--- src/rtl/core/i2cms_pkg.sv ---
// Package for the I2C master bit sequencer: command codes, the result record
// and the sizing constants. No dependencies.
package i2cms_pkg;

  localparam int COUNT_WIDTH_DEF   = 16;
  localparam int HALF_PERIOD_W     = 16;
  localparam int PHASE_W           = 5;
  localparam logic [HALF_PERIOD_W-1:0] HALF_PERIOD_RESET = 16'd40;

  typedef enum logic [2:0] {
    OP_TICK      = 3'd0,
    OP_START     = 3'd1,
    OP_STOP      = 3'd2,
    OP_WRITE     = 3'd3,
    OP_READ      = 3'd4,
    OP_SEND_ACK  = 3'd5,
    OP_SEND_NACK = 3'd6,
    OP_RECV_ACK  = 3'd7
  } op_t;

  // Last boundary index of each command
  localparam logic [PHASE_W-1:0] TOTAL_START = 5'd3;
  localparam logic [PHASE_W-1:0] TOTAL_STOP  = 5'd1;
  localparam logic [PHASE_W-1:0] TOTAL_WRITE = 5'd24;
  localparam logic [PHASE_W-1:0] TOTAL_READ  = 5'd16;
  localparam logic [PHASE_W-1:0] TOTAL_OTHER = 5'd3;
  localparam logic [PHASE_W-1:0] WRITE_LAST_FALL = 5'd23;

  typedef struct packed {
    logic       scl_out;
    logic       sda_out;
    logic       busy_res;
    logic       done_res;
    logic [7:0] read_data;
    logic       ack_received;
    logic       rejected;
  } res_t;

  function automatic logic [PHASE_W-1:0] wait_total(input op_t cmd);
    case (cmd)
      OP_START: wait_total = TOTAL_START;
      OP_STOP:  wait_total = TOTAL_STOP;
      OP_WRITE: wait_total = TOTAL_WRITE;
      OP_READ:  wait_total = TOTAL_READ;
      default:  wait_total = TOTAL_OTHER;
    endcase
  endfunction

endpackage

--- src/rtl/core/i2cms_if.sv ---
// Handshake channels of the I2C master bit sequencer: command items in,
// result items out. Depends on i2cms_pkg.
interface i2cms_in_if import i2cms_pkg::*; ();
  logic       valid;
  logic       ready;
  logic [2:0] op;
  logic [7:0] write_data;
  logic       sda_in;

  modport source (output valid, output op, output write_data, output sda_in, input ready);
  modport sink   (input valid, input op, input write_data, input sda_in, output ready);
endinterface

interface i2cms_out_if import i2cms_pkg::*; ();
  logic       valid;
  logic       ready;
  logic       scl_out;
  logic       sda_out;
  logic       busy_res;
  logic       done_res;
  logic [7:0] read_data;
  logic       ack_received;
  logic       rejected;

  modport source (output valid, output scl_out, output sda_out, output busy_res,
                  output done_res, output read_data, output ack_received,
                  output rejected, input ready);
  modport sink   (input valid, input scl_out, input sda_out, input busy_res,
                  input done_res, input read_data, input ack_received,
                  input rejected, output ready);
endinterface

--- src/rtl/core/i2cms_core.sv ---
// Command sequencer state: pin levels, phase and wait counters, shift byte.
// Advances once per accepted item. Depends on i2cms_pkg.
module i2cms_core import i2cms_pkg::*; #(
  parameter int COUNT_WIDTH = COUNT_WIDTH_DEF
) (
  input  logic                     clk,
  input  logic                     rst,
  input  logic                     step,
  input  logic [2:0]               op,
  input  logic [7:0]               write_data,
  input  logic                     sda_in,
  input  logic [HALF_PERIOD_W-1:0] half_period,
  output res_t                     res
);

  logic                   scl_level, scl_level_next;
  logic                   sda_level, sda_level_next;
  op_t                    active, active_next;
  logic [PHASE_W-1:0]     phase, phase_next;
  logic [1:0]             sub, sub_next;
  logic [COUNT_WIDTH-1:0] wait_cnt, wait_cnt_next;
  logic [7:0]             shift_byte, shift_byte_next;
  logic                   ack_bit, ack_bit_next;
  logic [7:0]             rx_hold, rx_hold_next;

  logic [31:0]            hp_wide;
  logic [COUNT_WIDTH-1:0] load_raw, load;
  logic [COUNT_WIDTH-1:0] cnt_dec;
  logic [PHASE_W-1:0]     nb;
  logic [1:0]             nb_sub;
  logic                   done, rej;
  op_t                    op_in;

  assign op_in    = op_t'(op);
  assign hp_wide  = {{(32-HALF_PERIOD_W){1'b0}}, half_period};
  assign load_raw = hp_wide[COUNT_WIDTH-1:0];
  assign load     = (load_raw == '0) ? COUNT_WIDTH'(1) : load_raw;
  assign cnt_dec  = (wait_cnt != '0) ? wait_cnt - COUNT_WIDTH'(1) : wait_cnt;
  assign nb       = phase + PHASE_W'(1);
  assign nb_sub   = (sub == 2'd2) ? 2'd0 : sub + 2'd1;

  always_comb begin
    scl_level_next  = scl_level;
    sda_level_next  = sda_level;
    active_next     = active;
    phase_next      = phase;
    sub_next        = sub;
    wait_cnt_next   = wait_cnt;
    shift_byte_next = shift_byte;
    ack_bit_next    = ack_bit;
    rx_hold_next    = rx_hold;
    done            = 1'b0;
    rej             = 1'b0;

    if (active != OP_TICK) begin
      rej           = (op_in != OP_TICK);
      wait_cnt_next = cnt_dec;
      if (cnt_dec == '0) begin
        sub_next = nb_sub;
        case (active)
          OP_START: begin
            if (nb == 5'd1) sda_level_next = 1'b0;
            else if (nb == 5'd2) scl_level_next = 1'b0;
          end
          OP_STOP: begin
            if (nb == 5'd1) sda_level_next = 1'b1;
          end
          OP_WRITE: begin
            if (nb < TOTAL_WRITE) begin
              if (nb_sub == 2'd0) sda_level_next = shift_byte[7];
              else if (nb_sub == 2'd1) scl_level_next = 1'b1;
              else begin
                scl_level_next  = 1'b0;
                // release SDA after the last data bit
                if (nb == WRITE_LAST_FALL) sda_level_next = 1'b1;
                shift_byte_next = {shift_byte[6:0], 1'b0};
              end
            end
          end
          OP_READ: begin
            if (nb >= TOTAL_READ) rx_hold_next = shift_byte;
            else if (!nb[0]) scl_level_next = 1'b1;
            else begin
              shift_byte_next = {shift_byte[6:0], sda_in};
              scl_level_next  = 1'b0;
            end
          end
          OP_SEND_ACK: begin
            if (nb == 5'd1) scl_level_next = 1'b1;
            else if (nb == 5'd2) scl_level_next = 1'b0;
            else sda_level_next = 1'b1;
          end
          OP_SEND_NACK: begin
            if (nb == 5'd1) scl_level_next = 1'b1;
            else if (nb == 5'd2) scl_level_next = 1'b0;
          end
          OP_RECV_ACK: begin
            if (nb == 5'd1) scl_level_next = 1'b1;
            else if (nb == 5'd2) begin
              ack_bit_next   = sda_in;
              scl_level_next = 1'b0;
            end
          end
          default: ;
        endcase
        if (nb >= wait_total(active)) begin
          active_next = OP_TICK;
          phase_next  = '0;
          done        = 1'b1;
        end else begin
          phase_next    = nb;
          wait_cnt_next = load;
        end
      end
    end else if (op_in != OP_TICK) begin
      active_next   = op_in;
      phase_next    = '0;
      sub_next      = 2'd0;
      wait_cnt_next = load;
      case (op_in)
        OP_START: begin
          sda_level_next = 1'b1;
          scl_level_next = 1'b1;
        end
        OP_STOP: begin
          sda_level_next = 1'b0;
          scl_level_next = 1'b1;
        end
        OP_WRITE: begin
          shift_byte_next = write_data;
          sda_level_next  = write_data[7];
        end
        OP_READ: begin
          shift_byte_next = '0;
          sda_level_next  = 1'b1;
          scl_level_next  = 1'b1;
        end
        OP_SEND_ACK:  sda_level_next = 1'b0;
        OP_SEND_NACK: sda_level_next = 1'b1;
        OP_RECV_ACK:  sda_level_next = 1'b1;
        default: ;
      endcase
    end
  end

  always_ff @(posedge clk) begin
    if (rst) begin
      scl_level  <= 1'b1;
      sda_level  <= 1'b1;
      active     <= OP_TICK;
      phase      <= '0;
      sub        <= '0;
      wait_cnt   <= '0;
      shift_byte <= '0;
      ack_bit    <= 1'b0;
      rx_hold    <= '0;
    end else if (step) begin
      scl_level  <= scl_level_next;
      sda_level  <= sda_level_next;
      active     <= active_next;
      phase      <= phase_next;
      sub        <= sub_next;
      wait_cnt   <= wait_cnt_next;
      shift_byte <= shift_byte_next;
      ack_bit    <= ack_bit_next;
      rx_hold    <= rx_hold_next;
    end
  end

  always_comb begin
    res.scl_out      = scl_level_next;
    res.sda_out      = sda_level_next;
    res.busy_res     = (active_next != OP_TICK);
    res.done_res     = done;
    res.read_data    = rx_hold_next;
    res.ack_received = ack_bit_next;
    res.rejected     = rej;
  end

endmodule

--- src/rtl/core/i2c_master_bit_sequencer_top.sv ---
// I2C master bit sequencer: one result item per command/tick item.
// Result valid in the cycle after input accept; throughput one item per cycle
// unless the output stalls; the sequencer state advances in one pass per item.
// A result register parts the channels; input is ready while it is empty or drained.
// Reset (synchronous, rst high): lines released, idle, half period 40 ticks.
module i2c_master_bit_sequencer_top import i2cms_pkg::*; #(
  parameter int COUNT_WIDTH = COUNT_WIDTH_DEF
) (
  input  logic                     clk,
  input  logic                     rst,
  input  logic                     cfg_wr_en,
  input  logic [HALF_PERIOD_W-1:0] cfg_wr_data,
  i2cms_in_if.sink                 in_ch,
  i2cms_out_if.source              out_ch
);

  logic [HALF_PERIOD_W-1:0] half_period;
  logic                     out_valid;
  logic                     accept;
  res_t                     res_comb, res_q;

  assign in_ch.ready = !out_valid || out_ch.ready;
  assign accept      = in_ch.valid && in_ch.ready;

  always_ff @(posedge clk) begin
    if (rst) half_period <= HALF_PERIOD_RESET;
    else if (cfg_wr_en) half_period <= cfg_wr_data;
  end

  i2cms_core #(.COUNT_WIDTH(COUNT_WIDTH)) u_core (
    .clk         (clk),
    .rst         (rst),
    .step        (accept),
    .op          (in_ch.op),
    .write_data  (in_ch.write_data),
    .sda_in      (in_ch.sda_in),
    .half_period (half_period),
    .res         (res_comb)
  );

  always_ff @(posedge clk) begin
    if (rst) begin
      out_valid <= 1'b0;
    end else if (accept) begin
      out_valid <= 1'b1;
    end else if (out_ch.ready) begin
      out_valid <= 1'b0;
    end
  end

  always_ff @(posedge clk) begin
    if (accept) res_q <= res_comb;
  end

  assign out_ch.valid        = out_valid;
  assign out_ch.scl_out      = res_q.scl_out;
  assign out_ch.sda_out      = res_q.sda_out;
  assign out_ch.busy_res     = res_q.busy_res;
  assign out_ch.done_res     = res_q.done_res;
  assign out_ch.read_data    = res_q.read_data;
  assign out_ch.ack_received = res_q.ack_received;
  assign out_ch.rejected     = res_q.rejected;

endmodule

--- src/flat_wrapper.sv ---
// flat-port wrapper written by rule: the top's interface ports become plain ports
module i2c_master_bit_sequencer_top_flat import i2cms_pkg::*;
#(
  parameter int COUNT_WIDTH = COUNT_WIDTH_DEF
)
  (clk, rst, cfg_wr_en, cfg_wr_data, in_ch_valid, in_ch_op, in_ch_write_data, in_ch_sda_in, in_ch_ready, out_ch_valid, out_ch_scl_out, out_ch_sda_out, out_ch_busy_res, out_ch_done_res, out_ch_read_data, out_ch_ack_received, out_ch_rejected, out_ch_ready);
  i2cms_in_if in_ch_i ();
  i2cms_out_if out_ch_i ();
  input  logic clk;
  input  logic rst;
  input  logic cfg_wr_en;
  input  logic [HALF_PERIOD_W-1:0] cfg_wr_data;
  input wire logic [$bits(in_ch_i.valid)-1:0] in_ch_valid;
  input wire logic [$bits(in_ch_i.op)-1:0] in_ch_op;
  input wire logic [$bits(in_ch_i.write_data)-1:0] in_ch_write_data;
  input wire logic [$bits(in_ch_i.sda_in)-1:0] in_ch_sda_in;
  output wire logic [$bits(in_ch_i.ready)-1:0] in_ch_ready;
  output wire logic [$bits(out_ch_i.valid)-1:0] out_ch_valid;
  output wire logic [$bits(out_ch_i.scl_out)-1:0] out_ch_scl_out;
  output wire logic [$bits(out_ch_i.sda_out)-1:0] out_ch_sda_out;
  output wire logic [$bits(out_ch_i.busy_res)-1:0] out_ch_busy_res;
  output wire logic [$bits(out_ch_i.done_res)-1:0] out_ch_done_res;
  output wire logic [$bits(out_ch_i.read_data)-1:0] out_ch_read_data;
  output wire logic [$bits(out_ch_i.ack_received)-1:0] out_ch_ack_received;
  output wire logic [$bits(out_ch_i.rejected)-1:0] out_ch_rejected;
  input wire logic [$bits(out_ch_i.ready)-1:0] out_ch_ready;
  assign in_ch_i.valid = in_ch_valid;
  assign in_ch_i.op = in_ch_op;
  assign in_ch_i.write_data = in_ch_write_data;
  assign in_ch_i.sda_in = in_ch_sda_in;
  assign in_ch_ready = in_ch_i.ready;
  assign out_ch_valid = out_ch_i.valid;
  assign out_ch_scl_out = out_ch_i.scl_out;
  assign out_ch_sda_out = out_ch_i.sda_out;
  assign out_ch_busy_res = out_ch_i.busy_res;
  assign out_ch_done_res = out_ch_i.done_res;
  assign out_ch_read_data = out_ch_i.read_data;
  assign out_ch_ack_received = out_ch_i.ack_received;
  assign out_ch_rejected = out_ch_i.rejected;
  assign out_ch_i.ready = out_ch_ready;
  i2c_master_bit_sequencer_top #(.COUNT_WIDTH(COUNT_WIDTH)) u_core (.clk(clk), .rst(rst), .cfg_wr_en(cfg_wr_en), .cfg_wr_data(cfg_wr_data), .in_ch(in_ch_i), .out_ch(out_ch_i));
endmodule
--- config.mk ---
export PLATFORM = sky130hd
export DESIGN_NAME = i2c_master_bit_sequencer_top_flat
export DESIGN_NICKNAME = d
export VERILOG_FILES = /design/src/rtl/core/i2cms_pkg.sv /design/src/rtl/core/i2cms_if.sv /design/src/rtl/core/i2cms_core.sv /design/src/rtl/core/i2c_master_bit_sequencer_top.sv /design/src/flat_wrapper.sv
export SDC_FILE = /design/constraint.sdc
export NUM_CORES = 1
export LEC_CHECK = 0
export BUFFER_PORTS_ARGS = -buffer_cell sky130_fd_sc_hd__clkbuf_2
export CELL_PAD_IN_SITES_DETAIL_PLACEMENT = 1
export CELL_PAD_IN_SITES_GLOBAL_PLACEMENT = 1
export CORE_UTILIZATION = 45
export DETAILED_ROUTE_END_ITERATION = 6
export PLACE_DENSITY = 0.91
export SLEW_MARGIN = 20
export SYNTH_ARGS = -nofsm -noshare
export SYNTH_HDL_FRONTEND = slang
export SYNTH_SLANG_ARGS = --single-unit
--- constraint.sdc ---
create_clock -name clk -period 3.8 [get_ports clk]
set_clock_uncertainty 0.2 [all_clocks]
set_input_delay 0.19 -clock clk [delete_from_list [all_inputs] [get_ports clk]]
set_output_delay 0.19 -clock clk [all_outputs]
set_load 0.005 [all_outputs]
-- After elaboration in Yosys (flattened, before gate mapping)
Index checks and enable logic that the tools add are counted.
- muxes and demuxes: 69
- reductions and logical operators: 21
- add/subtract/negate cells: 3
- $lt $le $gt $ge: 3
- eq/ne operators: 26
- operators by type and width (cell ; count):
    $mux 16 ; 6
    $mux 8 ; 12
    $logic_not 16->1 ; 2
    $pmux 8 s2 ; 2
    $mux 1 ; 31
    $mux 5 ; 6
    $eq 3x3->1 const B ; 8
    $reduce_bool 16->1 ; 1
    $sub 16x1->16 const B ; 1
    $ne 3x3->1 const B ; 5
    $pmux 5 s3 ; 1
    $eq 3x2->1 const B ; 4
    $mux 3 ; 4
    $reduce_bool 3->1 ; 4
    $reduce_and 10->1 ; 1
    $mux 2 ; 4
    $pmux 1 s4 ; 2
    $eq 3x1->1 const B ; 2
    $reduce_or 3->1 ; 2
    $add 5x1->5 const B ; 1
    $eq 5x1->1 const B ; 1
    $eq 5x2->1 const B ; 1
    $eq 5x5->1 const B ; 1
    $ge 5x5->1 ; 1
    17 further kinds ; 19
- output and inout port bits: 16
- register bits after elaboration: 76
- input port bits: 33

-- Longest topological paths before layout
- depth after elaboration: 10
- mapped depth: 14

-- Modules after synthesis
A second synthesis with hierarchy kept.
- cell total of the unflattened synthesis: 510
- area, all modules: 4474.3 sq um
- modules (own cells, without submodules) (module ; area each (sq um) ; seq. area each (sq um) ; instances ; cells each):
    i2cms_core ; 3428.3 ; 900.9 ; 1 ; 439
    i2c_master_bit_sequencer_top ; 1046.0 ; 760.7 ; 1 ; 71

-- Worst setup path after synthesis
Ideal clock, no wire load.
- path kind: reg2reg
- start point: register u_core.u_core.wait_cnt[9]
- end point: register u_core.res_q, in the netlist u_core.out_ch.read_data[0] (data pin)
- stages on the path, launching flop included: 9
- data arrival time: 2.545 ns
- data required time: 3.340 ns
- slack: 0.794 ns
- setup time: 0.260 ns
- cell sequence: dfxtp_1 -> or4_1 -> or3b_1 -> a211o_1 -> nor3b_4 -> and2_4 -> buf_6 -> nand2_8 -> mux2_4
- RTL lines (element ; line ; text):
    from (decl) ; i2cms_core.sv:21 ; logic [COUNT_WIDTH-1:0] wait_cnt, wait_cnt_next;
    from (signal assigned) ; i2cms_core.sv:163 ; wait_cnt <= wait_cnt_next;
    to (signal assigned) ; i2c_master_bit_sequencer_top.sv:52 ; if (accept) res_q <= res_comb;
    to (decl) ; i2c_master_bit_sequencer_top.sv:20 ; res_t res_comb, res_q;

-- Final worst setup path
- start point: register u_core.u_core.wait_cnt[0]
- end point: register u_core.u_core.rx_hold[1]
- word-level cells in the longest chain between the ends: 5
- ends and longest elaborated chain (element ; line ; text):
    $sub 16x1->16 / $reduce_bool 16->1 (equally long branches) ; i2cms_core.sv:38 ; assign cnt_dec = (wait_cnt != '0) ? wait_cnt - COUNT_WIDTH'(1) : wait_cnt;
    $mux 16 (*) ; i2cms_core.sv:38 ;
    $logic_not 16->1 (*) ; i2cms_core.sv:58 ; if (cnt_dec == '0) begin
    $mux 8 (*) ; i2cms_core.sv:58 ;
    $mux 8 (*) ; i2cms_core.sv:55 ; if (active != OP_TICK) begin
    to (signal assigned) ; i2cms_core.sv:166 ; rx_hold <= rx_hold_next;
    to (decl) ; i2cms_core.sv:24 ; logic [7:0] rx_hold, rx_hold_next;
Mark *: on every way between the ends. The rest lies on a longest branch, timed or not.
A chain may end at the register's enable or synchronous reset.

==> results.yml <==
sta:
  rsz0062_at_grt: "false"
  hold_ws_ps: -9.08
  period_minus_slack_ps: 3560
  setup_tns_ps: 0
  fmax_mhz: 281
  setup_ws_ps: 243
  setup_violations: 0
  max_slew_margin_pct: 33.8
  report.final.slew_viol_count: 0
  finalHoldViolations: 3
  fin_crit_sh_pct: 93.6
  worst_pin_slew_ps: 993
synth:
  syn_nets: 571
  netlist_area_mm2: 0.00454
  ys_async_sr_fraction_pct: 0
  synth_ff_type: "dfxtp_1"
  ys_ff_latch: 76
  synth_cell_type_count: 77
  ys_seq_area_share_pct: 36.6
  synth_edf_count: 14
  postSynthAreaPerCell_um2: 8.58
  synth_warnings: 0
  postSynthCellCount: 529
worst_setup_path:
  critPathKind: "reg -> reg"
  critPathArrivalTime_ps: 3590
  cp.buffers_inverters: 1
  path_cells: "inv_1 -> ha_1 -> nor4b_1 -> nand4_1 -> or3_1 -> a2111oi_1 -> nand4_2 -> mux2i_1 -> nor2_1"
  crit_family: "simple AND/OR/NAND/NOR gates"
  start_kind: "flop"
  reg2reg_from: "u_core.u_core.wait_cnt[0]$_SDFFE_PP0P_"
  crit_cells: 9
  reg2reg_to: "u_core.u_core.rx_hold[1]$_SDFFE_PP0P_"
  cp.required_ps: 3830
  cpPeakStageDelay_ps: 480
  cp_slowest_cell: "a2111oi_1"
  startpoint: "u_core.u_core.wait_cnt[0]$_SDFFE_PP0P_"
  r2r_cells: 9
  cp_max_fo: 8
  ff2ff_setup_slack_ps: 240
  cp-end-kind: "flop"
layout:
  syn_to_final_growth_pct: 16.2
  diodes: 0
  nNetsFinal: 623
  drive_above_1_share_pct: 16.6
  fill_cells: 1151
drt:
  viasPerCell: 6.18
  wire_per_inst_um: 20.9
  drc: 0
  drtIter0Drc: 220
  wl_met3_um: 556
  antenna_left: 0
  m1WireLength_mm: 6.22
  first_pass_iters: 4
  wl_met2_mm: 7.66
  maxUsedRoutingLayer: "met4"
  routed_wl_mm: 15.0
  vias: 4444
power_and_ir_drop:
  p_leak_nw: 2.18
  vdd_drop_max_mv: 0.255
  power_density_mw_per_mm2: 415
floorplan:
  fp.dieW_um: 102
  num_rows: 36
  core_mm2: 0.00977
  io_pins: 49
  dieHeight_um: 102
  die_area_mm2: 0.0105
  start_util_pct: 46.4
cts:
  h-tree-depth: 3
  numCtsBuffers: 9
  cts_tree: "built"
  clk_pin_slew_ps: 80
  clockBufferDepth: 2
  post_cts_resized: 0
  cts_setup_buffers: 0
  postCtsHoldBufs: 18
  cts_num_sinks: 76
  clk_latency_ps: 370
  cts_root_buf: "clkbuf_8"
place:
  preCtsSetupSlack_ps: 336
  gp_congestion: 0.877
  hpwl_mm: 10.1
  io_buffer_count: 48
worst_hold_path:
  min_from: "out_ch_ready"
  holdPathEnd: "u_core.out_ch.valid$_SDFFE_PP0P_"
  hold_class: "in -> reg"
  hold_depth: 3
global_route:
  grt_overflow: 0
  grt_pass1_wl_mm: 23.5
  track_usage_pct: 29.3
  grt_pass1_vias: 4684
  antenna_found_initial: 0
  grt_start_max_net_pins: 52
job:
  maxCapViolations: 0
outcome:
  failed_checks: "negative hold slack"
  status: "finished with violations"
## sequential cells by signal, summed over array words and instances (netlist names), 2 cells and up
signal / cells
u_core.half_period: 16
u_core.out_ch.read_data: 8
u_core.u_core.active: 3
u_core.u_core.phase: 5
u_core.u_core.rx_hold: 8
u_core.u_core.shift_byte: 8
u_core.u_core.sub: 2
u_core.u_core.wait_cnt: 16
## cell usage after synthesis (4+ instances only)
master,instances,share of area [%]
dfxtp_1,62,27
nor2_1,60,5.0
nand2_1,46,3.8
mux2i_1,34,7.5
clkbuf_1,29,2.4
o21ai_0,26,2.9
a21oi_1,24,2.6
nand3_1,22,2.4
nor3_1,22,2.4
inv_1,15,1.2
edfxtp_1,14,9.3
ha_1,9,2.5
nand4_1,9,1.2
mux2_4,8,2.6
a22o_1,7,1.4
nor4_1,7,0.96
a31oi_1,6,0.83
and2_1,6,0.83
nor2b_1,6,0.83
or4_1,6,0.99
a211oi_1,5,0.83
and3_1,5,0.69
o311ai_0,5,0.96
xor2_1,5,0.96
a21boi_0,4,0.66
nor3b_1,4,0.66
o211ai_1,4,0.66
xnor2_1,4,0.77
## tightest hold or removal path, stage by stage
cell and delay (ps):
clkbuf_2 80, nand2b_1 140, a21oi_1 90
## power breakdown
group	total (mW)	switching, mW	internal [mW]
registers	0.932	0.0663	0.866
clock network	0.668	0.324	0.345
logic	0.586	0.364	0.222
## metrics by stage
stage	std cells	util [%]	total power, mW	cell area (µm²)
after detailed placement	685	49.9	1.49	4880
after floorplan	529	-	1.32	4540
after global routing	719	53.9	2.27	5270
after CTS	719	53.9	2.17	5270
final	719	53.9	2.19	5270
after global placement	685	49.9	1.47	4880
## worst max path at each step
stage	endpoint	slack, ps
finish	u_core.u_core.rx_hold[1]$_SDFFE_PP0P_	240
global route	u_core.u_core.rx_hold[1]$_SDFFE_PP0P_	20
CTS	u_core.u_core.rx_hold[1]$_SDFFE_PP0P_	300
detailed placement	u_core.u_core.rx_hold[2]$_SDFFE_PP0P_	340
global placement	u_core.u_core.rx_hold[1]$_SDFFE_PP0P_	510
floorplan	u_core.out_ch.read_data[0]$_DFFE_PP_	790
## area by class of cell
type	count	area, µm²	share of cell area, %
Multi-Input combinational cell	399	2660	50.5
Sequential cell	76	1660	31.5
Timing Repair Buffer	77	503	9.54
Tap cell	133	166	3.16
Clock buffer	11	153	2.90
Inverter	18	67.6	1.28
Clock inverter	5	60.1	1.14
## placed cells by master, fill, tap and decap left out, types with 5 or more instances in the layout
cell / n
edfxtp_1: 14
inv_1: 15
xor2_1: 5
nor3_1: 21
and3_1: 5
or4_1: 6
a21oi_1: 24
o21ai_0: 26
dlygate4sd3_1: 18
a211oi_1: 5
clkbuf_8: 9
dfxtp_1: 62
o311ai_0: 5
nand3_1: 22
mux2i_1: 34
nor2_1: 60
a22o_1: 7
nor2b_1: 6
nor4_1: 7
buf_4: 11
nand4_1: 9
and2_1: 6
a31oi_1: 6
clkbuf_2: 48
ha_1: 9
mux2_4: 8
nand2_1: 46
## logic make-up after synthesis
family                     Yosys count  synth area share (%)
AOI/OAI and AO/OA                  123                  19.4
xor gates and xnor gates             9                  1.74
adders and majority gates            9                  2.48
buffers and inverters               54                  4.88
DFF                                 76                  36.6
muxes                               43                  10.4
and+or+nand+nor                    215                  24.6
## metal layers
layer | global-route usage (%) | vias to the layer above
li1 | - | 2050
met1 | 33.7 | 2191
met2 | 52.8 | 150
met3 | 4.51 | 53
met4 | 14.0 | 0
met5 | 0 | -
(Power assumes the default switching activity.)
